File: config.mk
export PLATFORM = sky130hd
export DESIGN_NAME = drsc_cfg
export DESIGN_NICKNAME = d
export VERILOG_FILES = /design/src/rtl/drsc_pkg.sv /design/src/rtl/drsc_cfg.sv
export SDC_FILE = /design/constraint.sdc
export NUM_CORES = 1
export LEC_CHECK = 0
export ABC_AREA = 1
export BUFFER_PORTS_ARGS = -buffer_cell sky130_fd_sc_hd__clkbuf_2
export CAP_MARGIN = 40
export CORE_UTILIZATION = 52
export DETAILED_ROUTE_END_ITERATION = 16
export GPL_TIMING_DRIVEN = 0
export PLACE_DENSITY = 0.79
export SLEW_MARGIN = 20
export SYNTH_ARGS = -nofsm -noshare
export SYNTH_HDL_FRONTEND = slang
export SYNTH_SLANG_ARGS = --single-unit
File: constraint.sdc
create_clock -name clk -period 3.9 [get_ports clk]
set_input_delay 0.585 -clock clk [delete_from_list [all_inputs] [get_ports clk]]
set_output_delay 0.585 -clock clk [all_outputs]
set_load 0.05 [all_outputs]
File: src/rtl/drsc_pkg.sv
// ----------------------------------------------------------------------------
// Dynamic resolution scale controller - shared definitions
// Field widths, register indexes, reset values and the types passed between
// the configuration block, the scaling core and the top level.
// ----------------------------------------------------------------------------
package drsc_pkg;

	// Field widths
	localparam int TIME_W  = 18;
	localparam int ACC_W   = 22;
	localparam int SCALE_W = 9;
	localparam int COUNT_W = 4;
	localparam int IDX_W   = 3;
	localparam int DATA_W  = 18;

	// Fixed limits of the scale and target
	localparam logic [TIME_W-1:0]  MIN_TARGET = 18'd256;
	localparam logic [SCALE_W-1:0] SCALE_LOW  = 9'd64;
	localparam logic [SCALE_W-1:0] SCALE_ONE  = 9'd256;
	localparam logic [SCALE_W-1:0] SCALE_STEP = 9'd16;
	localparam logic [COUNT_W-1:0] COUNT_MAX  = 4'd15;

	// Register values after reset
	localparam logic [TIME_W-1:0]  TARGET_RESET    = 18'd4267;
	localparam logic [SCALE_W-1:0] MIN_SCALE_RESET = 9'd172;
	localparam logic [SCALE_W-1:0] MAX_SCALE_RESET = 9'd256;
	localparam logic [COUNT_W-1:0] OVER_RESET      = 4'd3;
	localparam logic [COUNT_W-1:0] UNDER_RESET     = 4'd8;

	// Division by five as a multiplication by the rounded-up reciprocal.
	// Exact for dividends below 2**26.
	localparam int          DIV5_SHIFT = 27;
	localparam int          SUM_W      = 25;
	localparam int          PROD_W     = 50;
	localparam logic [SUM_W-1:0] DIV5_MUL = 25'd26843546;

	// Threshold factors: acc*25 > target*416 and acc*50 < target*656
	localparam int CMP_W = 28;
	localparam logic [CMP_W-1:0] OVER_ACC_MUL   = 28'd25;
	localparam logic [CMP_W-1:0] OVER_TGT_MUL   = 28'd416;
	localparam logic [CMP_W-1:0] UNDER_ACC_MUL  = 28'd50;
	localparam logic [CMP_W-1:0] UNDER_TGT_MUL  = 28'd656;

	// Configuration register indexes
	typedef enum logic [IDX_W-1:0] {
		CFG_TARGET_TIME = 3'd0,
		CFG_MIN_SCALE   = 3'd1,
		CFG_MAX_SCALE   = 3'd2,
		CFG_OVER_NEED   = 3'd3,
		CFG_UNDER_NEED  = 3'd4
	} cfg_idx_t;

	// Item kinds
	typedef enum logic {
		KIND_RESTART = 1'b0,
		KIND_SAMPLE  = 1'b1
	} kind_t;

	// Effective (clamped) configuration
	typedef struct packed {
		logic [TIME_W-1:0]  target;
		logic [SCALE_W-1:0] scale_min;
		logic [SCALE_W-1:0] scale_max;
		logic [COUNT_W-1:0] over_need;
		logic [COUNT_W-1:0] under_need;
	} cfg_eff_t;

	// One result
	typedef struct packed {
		logic [SCALE_W-1:0] scale_level;
		logic               scale_changed;
		logic [TIME_W-1:0]  smoothed_time;
	} result_t;

endpackage

File: src/rtl/drsc_cfg.sv
// ----------------------------------------------------------------------------
// Configuration registers
// Holds the five writable registers and presents them with the target and the scale limits clamped.
// ----------------------------------------------------------------------------
module drsc_cfg import drsc_pkg::*; (
	input  logic              clk,
	input  logic              arst_n,
	input  logic              wr_en,
	input  logic [IDX_W-1:0]  wr_index,
	input  logic [DATA_W-1:0] wr_data,
	output cfg_eff_t          cfg
);

	logic [TIME_W-1:0]  target_q;
	logic [SCALE_W-1:0] min_scale_q;
	logic [SCALE_W-1:0] max_scale_q;
	logic [COUNT_W-1:0] over_need_q;
	logic [COUNT_W-1:0] under_need_q;
	logic [SCALE_W-1:0] lo;
	logic [SCALE_W-1:0] hi;

	// Register writes; indexes beyond the list are ignored.
	always_ff @(posedge clk or negedge arst_n) begin
		if (!arst_n) begin
			target_q     <= TARGET_RESET;
			min_scale_q  <= MIN_SCALE_RESET;
			max_scale_q  <= MAX_SCALE_RESET;
			over_need_q  <= OVER_RESET;
			under_need_q <= UNDER_RESET;
		end else if (wr_en) begin
			unique case (cfg_idx_t'(wr_index))
				CFG_TARGET_TIME: target_q     <= wr_data;
				CFG_MIN_SCALE:   min_scale_q  <= wr_data[SCALE_W-1:0];
				CFG_MAX_SCALE:   max_scale_q  <= wr_data[SCALE_W-1:0];
				CFG_OVER_NEED:   over_need_q  <= wr_data[COUNT_W-1:0];
				CFG_UNDER_NEED:  under_need_q <= wr_data[COUNT_W-1:0];
				default: ;
			endcase
		end
	end

	// Clamp the scale limits: the ceiling never sits below the floor.
	always_comb begin
		lo = min_scale_q;
		if (lo < SCALE_LOW) lo = SCALE_LOW;
		if (lo > SCALE_ONE) lo = SCALE_ONE;
		hi = max_scale_q;
		if (hi < lo) hi = lo;
		if (hi > SCALE_ONE) hi = SCALE_ONE;
	end

	assign cfg.target     = (target_q < MIN_TARGET) ? MIN_TARGET : target_q;
	assign cfg.scale_min  = lo;
	assign cfg.scale_max  = hi;
	assign cfg.over_need  = over_need_q;
	assign cfg.under_need = under_need_q;

endmodule

# Yosys cells after proc, flatten, opt, wreduce, memory -nomap -nowiden
# Cells that the tools add are included.
dict set report word_totals {
  output_inout_bits 44
  word_cells 25
  regBits 44
}
dict set report op_classes {
  order_cmp 5
  reduce_logical 6
  eq_ne 4
  n_mux 5
}
# cell count
set ops {}
lappend ops {{$mux 9} 4}
lappend ops {{$gt 9x9->1 const B} 2}
lappend ops {{$lt 18x9->1 const B} 1}
lappend ops {{$mux 18} 1}
lappend ops {{$reduce_and 2->1} 5}
lappend ops {{$lt 9x7->1 const B} 1}
lappend ops {{$lt 9x9->1} 1}
lappend ops {{$eq 3x2->1 const B} 2}
lappend ops {{$eq 3x1->1 const B} 1}
lappend ops {{$eq 3x3->1 const B} 1}
lappend ops {{$logic_not 3->1} 1}

# Longest topological paths before layout
# Gate-level depths: netlist (run 1).
dict set report logic_depth {
  word_depth 8
  ltp_mapped 22
}

# Least setup slack after synthesis (run 1)
# OpenSTA, ideal clock, no wires.
dict set report synth_path {
  path_type {register to output}
  from {register min_scale_q[8]}
  to {output cfg[10] in the netlist's numbering}
  arrival_ns 4.018
  path_buffers 1
  path_slack_ns -0.703
  path_stages_with_launch 22
  cell_sequence {dfrtp_1 > nor2_2 > nand2_4 > o21ai_0 > nand2_1 > o21bai_1 > inv_1 > nor2_1 > inv_1 > ha_1 > nand2_1 > nor2_1 > and2_1 > nand2_2 > nand2_2 > buf_6 > nand2_1 > o21ai_2 > nand2_1 > nor2_2 > nand2_2 > a21oi_1}
}
# item line_no
set synth_lines {}
lappend synth_lines {{start, declared} drsc_cfg.sv:15} ;# logic [SCALE_W-1:0] min_scale_q;
lappend synth_lines {{start signal, assigned} drsc_cfg.sv:33} ;# CFG_MIN_SCALE: min_scale_q <= wr_data[SCALE_W-1:0];
lappend synth_lines {{end, declared} drsc_cfg.sv:11} ;# output cfg_eff_t cfg

==> reports/results.ini, run 1 <==
[clock_network]
h-tree-depth = 2
cts_tree = yes
clock-root-buffer = clkbuf_8
clkLatencyLatePin_ns = 0.30
cts_inserted_buffers = 5
cts.reportedPaths.clkPinSlew_ns = 0.08
cts_sinks = 44
clockBufferDepth = 2

[die]
dieHeight_um = 69.7
core_area_um2 = 4380
fp.dieW_um = 69.7
ios = 68
design.die.area_um2 = 4860
start_util_pct = 54.4
rows = 24

[hold_path]
hp-class = in2async

[timing]
hold_viol_final = 0
rsz0062_at_grt = true
slew_viol_final = 0
worst_pin_slew_ns = 0.488
fmax_ghz = 0.252
slew_headroom_pct = 67.5
fin_skew_ns = 0
fin_crit_sh_pct = 102
setup_ws_ns = -0.0679
period_minus_slack_ns = 3.97
setup_viol = 8

[setup_path]
crit_top_cell = nor2_4
crit_family = simple AND/OR/NAND/NOR gates
crit_required_ns = 3.31
critPathBufInv = 5
crit_chain = nor2_4 -> inv_1 -> nand4_1 -> o21bai_4 -> inv_2 -> nor2_4 -> inv_2 -> ha_4 -> nand2_4 -> nor2_4 -> and2_4 -> nand2_8 -> nand2_8 -> buf_6 -> nand2_2 -> nand2_2 -> nand3_2 -> nor2_4 -> nand2_8 -> a21oi_4 -> buf_8
path_class = reg2out
cp.depth = 21
endpoint_kind = primary output
crit_arrival_ns = 3.38
cp-start-kind = flip-flop
slowest_delay_ns = 0.59
critical_path.slowest_cell = dfstp_2
r2r_cells = 3
crit_path_max_fanout = 8

[synth]
ys_types = 24
avgSynthCellArea_um2 = 7.84
synthesis.nets = 336
ys_seq_area_share_pct = 46.9
ys_seq_elements = 44
yosysWarnings = 0
syn_area_um2 = 2380
syn_inst = 304

[pwr]
ir_worst_vdd_mv = 0.479
powerDensity_nw_per_um2 = 759
p_leak_nw = 1.79
power_mw = 2.64

[routing]
post_drt_wl_per_cell_um = 14.1
antenna_left = 0
via_per_inst = 5.12
drt_pass1_iterations = 4
drt_iter0_markers = 66
routed-via-count = 2308
drt_wl_total_mm = 6.37
drc = 0

[grt]
track_usage_pct = 26.7
grt_util_met1_pct = 31.1
gr-total-overflow = 0
grt_busiest_layer = met2
grt_max_degree = 29
use_met3_pct = 5.81
grt_pass1_vias = 2291
antenna_found_initial = 0
grt_pass1_wl_mm = 10.3
grt_use_met2_pct = 45.5

[place]
gp_congestion = 0.822
hpwlAfterDp_mm = 4.04
port_buffers = 67

[outcome]
violations = negative setup slack
status = finished with violations

[final_layout]
final_layout_size_suffix_gt1_share_pct = 42.6
final_nets = 430
antenna_cells = 0
fin_util_pct = 79.2
nFillCells = 281
final_cell_mix = nand2_1 (61), clkbuf_2 (59), inv_1 (49)
syn2layout_area_growth_pct = 45.7
final_common_cell = nand2_1

[flow_run]
drv_cap = 0

==> sequential cells by signal (all words and copies together) (netlist names) <==
name          flops
min_scale_q       9
target_q         18
under_need_q      4
over_need_q       4
max_scale_q       9
==> area by class of cell <==
cell class | instances | area, um2 | area share (%)
clock buffers | 6 | 72.6 | 2.09
clock inverters | 2 | 35.0 | 1.01
inverters | 51 | 191 | 5.51
plain buffers | 16 | 72.6 | 2.09
multi-input cells | 193 | 1310 | 37.8
well taps | 52 | 65.1 | 1.87
flip-flops and latches | 44 | 1120 | 32.2
repair buffers | 87 | 606 | 17.4
==> repair_timing <==
item,in CTS,in global routing
resized for setup,44,32
setup endpoints to repair,9,8
gates cloned,1,0
hold buffers,0,0
pin swaps,18,19
buffers inserted,15,3
==> worst register-to-register path, delay by kind of cell, from the launching register on <==
family,cells,cell delay [ns]
AND/OR/NAND/NOR,1,0.06
AO/OA/AOI/OAI,1,0.08
buffers and inverters,1,0.17
flip-flops,1,0.44
==> worst paths after layout <==
check | from | endpoint | slack, ns
max | min_scale_q[7]$_DFFE_PN1P_ | cfg[13] | -0.07
min | arst_n | target_q[16]$_DFFE_PN0P_ | 0.23
max reg2reg | min_scale_q[8]$_DFFE_PN0P_ | min_scale_q[8]$_DFFE_PN0P_ | 3.03
min reg2reg | over_need_q[1]$_DFFE_PN1P_ | over_need_q[1]$_DFFE_PN1P_ | 0.49
max in group asynchronous | arst_n | target_q[1]$_DFFE_PN1P_ | 3.10
min in group clk | over_need_q[1]$_DFFE_PN1P_ | over_need_q[1]$_DFFE_PN1P_ | 0.49
==> metal layers <==
layer / vias up / routed length [um] / part of all wire, %
met5: - / 0 / 0
met4: 0 / 262 / 4.1
met3: 24 / 275 / 4.3
met2: 76 / 3330 / 52
met1: 1074 / 2500 / 39
li1: 1134 / - / -
==> per-stage QoR <==
step / cell area, um2 / setup slack (ns) / hold slack [ns] / TNS, ns / instances
global placement: 2900 / -0.106 / 0.468 / -0.676 / 423
global route: 3470 / -0.247 / 0.246 / -1.78 / 451
detailed placement: 2920 / -0.188 / 0.476 / -1.37 / 424
CTS: 3340 / 0.0126 / 0.224 / 0 / 448
floorplan: 2500 / 0.0147 / 0.289 / 0 / 304
finish: 3470 / -0.0679 / 0.225 / -0.310 / 451
==> synthesized netlist by cell type (all sizes together) <==
library cell  number  area share [%]
and3               1            0.26
nand2             79              13
dfrtp             30              31
ha                 8             4.2
clkbuf            14             2.2
o21bai             1            0.32
and2               1            0.26
or2                1            0.26
buf                1            0.47
mux2               9             4.3
dfstp             14              15
nor2              26             4.5
nand4              2            0.79
dlygate4sd1        1            0.37
a21oi             11             2.3
nor4               2            0.52
o21ai             41             8.9
inv               51             8.0
nand3             11             2.3
==> logic make-up (layout without fill, tap and decap cells) <==
logic type,count (synthesis),after routing,synth area share [%]
buffers and inverters,67,162,11.1
adder cells (fa/ha/maj),8,8,4.20
AO/OA/AOI/OAI,53,53,11.5
flip-flops,44,44,46.9
multiplexers,9,9,4.25
AND/OR/NAND/NOR,123,123,22.0
==> where the power goes <==
| part | leakage [nW] | internal, mW | switching, mW |
|---|---|---|---|
| Sequential | 0.518 | 0.566 | 0.0741 |
| Clock | 0.0552 | 0.190 | 0.147 |
| Combinational | 1.22 | 0.605 | 1.05 |
| Total | 1.79 | 1.36 | 1.27 |
Note: power is estimated with default switching activity, not from simulation.
==> run 2, diff against run 1 <==
--- a/config.mk
+++ b/config.mk
@@ -8,10 +8,10 @@
 export ABC_AREA = 1
 export BUFFER_PORTS_ARGS = -buffer_cell sky130_fd_sc_hd__clkbuf_2
 export CAP_MARGIN = 40
-export CORE_UTILIZATION = 52
+export CORE_UTILIZATION = 47
 export DETAILED_ROUTE_END_ITERATION = 16
 export GPL_TIMING_DRIVEN = 0
-export PLACE_DENSITY = 0.79
+export PLACE_DENSITY = 0.75
 export SLEW_MARGIN = 20
 export SYNTH_ARGS = -nofsm -noshare
 export SYNTH_HDL_FRONTEND = slang
==> constraint.sdc (replaced) <==
create_clock -name clk -period 3.6 [get_ports clk]
set_input_delay 0.54 -clock clk [delete_from_list [all_inputs] [get_ports clk]]
set_output_delay 0.54 -clock clk [all_outputs]
set_load 0.05 [all_outputs]
==> reports/results.ini, run 2 (synthesized netlist as in run 1, its figures left out) <==
[outcome]
status = finished with violations
violations = negative setup slack

[timing]
fin_skew_ns = 0
slew_headroom_pct = 68.8
period_minus_slack_ns = 3.90
setup_tns_ns = -2.19
setup_viol = 8
slew_viol_final = 0
whs_ns = 0.154
fin_crit_sh_pct = 108
rsz0062_at_grt = true
setup_ws_ns = -0.304
hold_viol_final = 0
fmax_ghz = 0.256
worst_pin_slew_ns = 0.469

[clock_network]
clkLatencyLatePin_ns = 0.29
cts_tree = yes
clock-root-buffer = clkbuf_8
cts_sinks = 44
cts.reportedPaths.clkPinSlew_ns = 0.08
cts_inserted_buffers = 5
h-tree-depth = 2
clockBufferDepth = 2
cts_hold_buf = 0

[grt]
track_usage_pct = 23.3
antenna_found_initial = 0
grt_max_degree = 31
gr-total-overflow = 0
grt_pass1_vias = 2160
grt_pass1_wl_mm = 9.55

[die]
fp.dieW_um = 73.2
design.die.area_um2 = 5360
core_area_um2 = 4790
rows = 25
dieHeight_um = 73.2
start_util_pct = 49.8
ios = 68

[place]
hpwlAfterDp_mm = 4.11
port_buffers = 67
dp_slack_ns = -0.250
place_inst = 439
gp_congestion = 0.788
place_area_um2 = 3000

[routing]
drt_pass1_iterations = 4
antenna_left = 0
drc = 0
post_drt_wl_per_cell_um = 12.5
drt_iter0_markers = 74
wl_met3_um = 276
routed-wl-met2_mm = 2.92
drt_wl_total_mm = 5.81
via_per_inst = 4.84
highest_layer = met4
routed-via-count = 2254
drt-met1-wl_mm = 2.46

[pwr]
pwr-share-seq_pct = 24.6
ir_worst_vdd_mv = 0.492
p_leak_nw = 1.79
p_clk_share_pct = 13.1
power_mw = 2.80
p_sw_mw = 1.34
powerDensity_nw_per_um2 = 809
p_comb_share_pct = 62.3
intPower_mw = 1.46
switching_share_pct = 47.8

[setup_path]
path_class = reg2out
slowest_delay_ns = 0.44
crit_top_cell = nand2_1
crit_family = simple AND/OR/NAND/NOR gates
crit_chain = nor2_4 -> nand2_4 -> o21ai_1 -> nand2_1 -> o21bai_4 -> inv_2 -> nor2_4 -> inv_2 -> ha_4 -> nand2_1 -> nand2_1 -> nand2_1 -> nand2_1 -> a21oi_4 -> buf_6 -> buf_4 -> nand3_1 -> nand2_2 -> nand3_2 -> nor2_4 -> nand2_8 -> a21oi_4 -> buf_8
cp-start-kind = flip-flop
rrSetupSlack_ns = 2.69
crit_arrival_ns = 3.36
endpoint_kind = primary output
crit_path_max_fanout = 8
critical_path.slowest_cell = dfrtp_2
critPathBufInv = 5
crit_required_ns = 3.06

[final_layout]
final_cell_mix = nand2_1 (63), clkbuf_2 (58), inv_1 (49)
fin_area_um2 = 3470
top_regs = target_q: 18 flops, max_scale_q: 9 flops, min_scale_q: 9 flops
multi_input_area_um2 = 1270
top_register = target_q
final_layout_size_suffix_gt1_share_pct = 41.6
area.sequential_um2 = 1120
stdcell_count = 466
syn2layout_area_growth_pct = 45.5
final_common_cell = nand2_1
final_nets = 430
fin_util_pct = 72.4
nFillCells = 388
largest_reg_flops = 18
antenna_cells = 0

[flow_run]
drv_cap = 0

[hold_path]
hp-class = in2async

-- run 2: power groups by stage --
stage / clock network [mW] / logic, mW / registers [mW]
after floorplan: 0 / 1.06 / 0.737
after global placement: 0 / 1.33 / 0.695
after detailed placement: 0 / 1.36 / 0.696
after CTS: 0.373 / 1.58 / 0.686
after global routing: 0.392 / 1.86 / 0.703
final: 0.369 / 1.75 / 0.690
-- run 2: final cells by class --
| type | count | area share [%] |
|---|---|---|
| Sequential cell | 44 | 32.3 |
| Clock buffer | 6 | 2.09 |
| Buffer | 16 | 2.09 |
| Tap cell | 67 | 2.42 |
| Clock inverter | 2 | 1.01 |
| Timing Repair Buffer | 87 | 17.9 |
| Inverter | 51 | 5.52 |
| Multi-Input combinational cell | 193 | 36.6 |
-- run 2: path summary, 6_finish.rpt --
path / start / end / depth (start not counted)
worst max-delay path: min_scale_q[8]$_DFFE_PN0P_ / cfg[14] / 23
worst min-delay path: arst_n / target_q[16]$_DFFE_PN0P_ / 1
worst max register to register: min_scale_q[7]$_DFFE_PN1P_ / min_scale_q[7]$_DFFE_PN1P_ / 3
worst min register to register: over_need_q[1]$_DFFE_PN1P_ / over_need_q[1]$_DFFE_PN1P_ / 2
max in group asynchronous: arst_n / over_need_q[0]$_DFFE_PN1P_ / 2
min in group clk: wr_data[17] / target_q[17]$_DFFE_PN0P_ / 2
-- run 2: routing by layer --
metal,GRT usage [%],vias to the layer above
met2,41.4,72
met1,27.9,1035
li1,-,1131
met4,8.06,0
met3,4.83,16
met5,0,-
-- run 2: timing repair --
item | 4_1_cts | 5_1_grt
setup endpoints to repair | 9 | 9
buffers inserted | 14 | 4
gates cloned | 1 | 0
gates resized for setup | 28 | 23
pin swaps | 17 | 17
-- run 2: worst register-to-register path, stage by stage (launching register included) --
cell     delay (ns)
dfstp_2        0.57
buf_4          0.12
nand2_1        0.05
o21ai_0        0.10
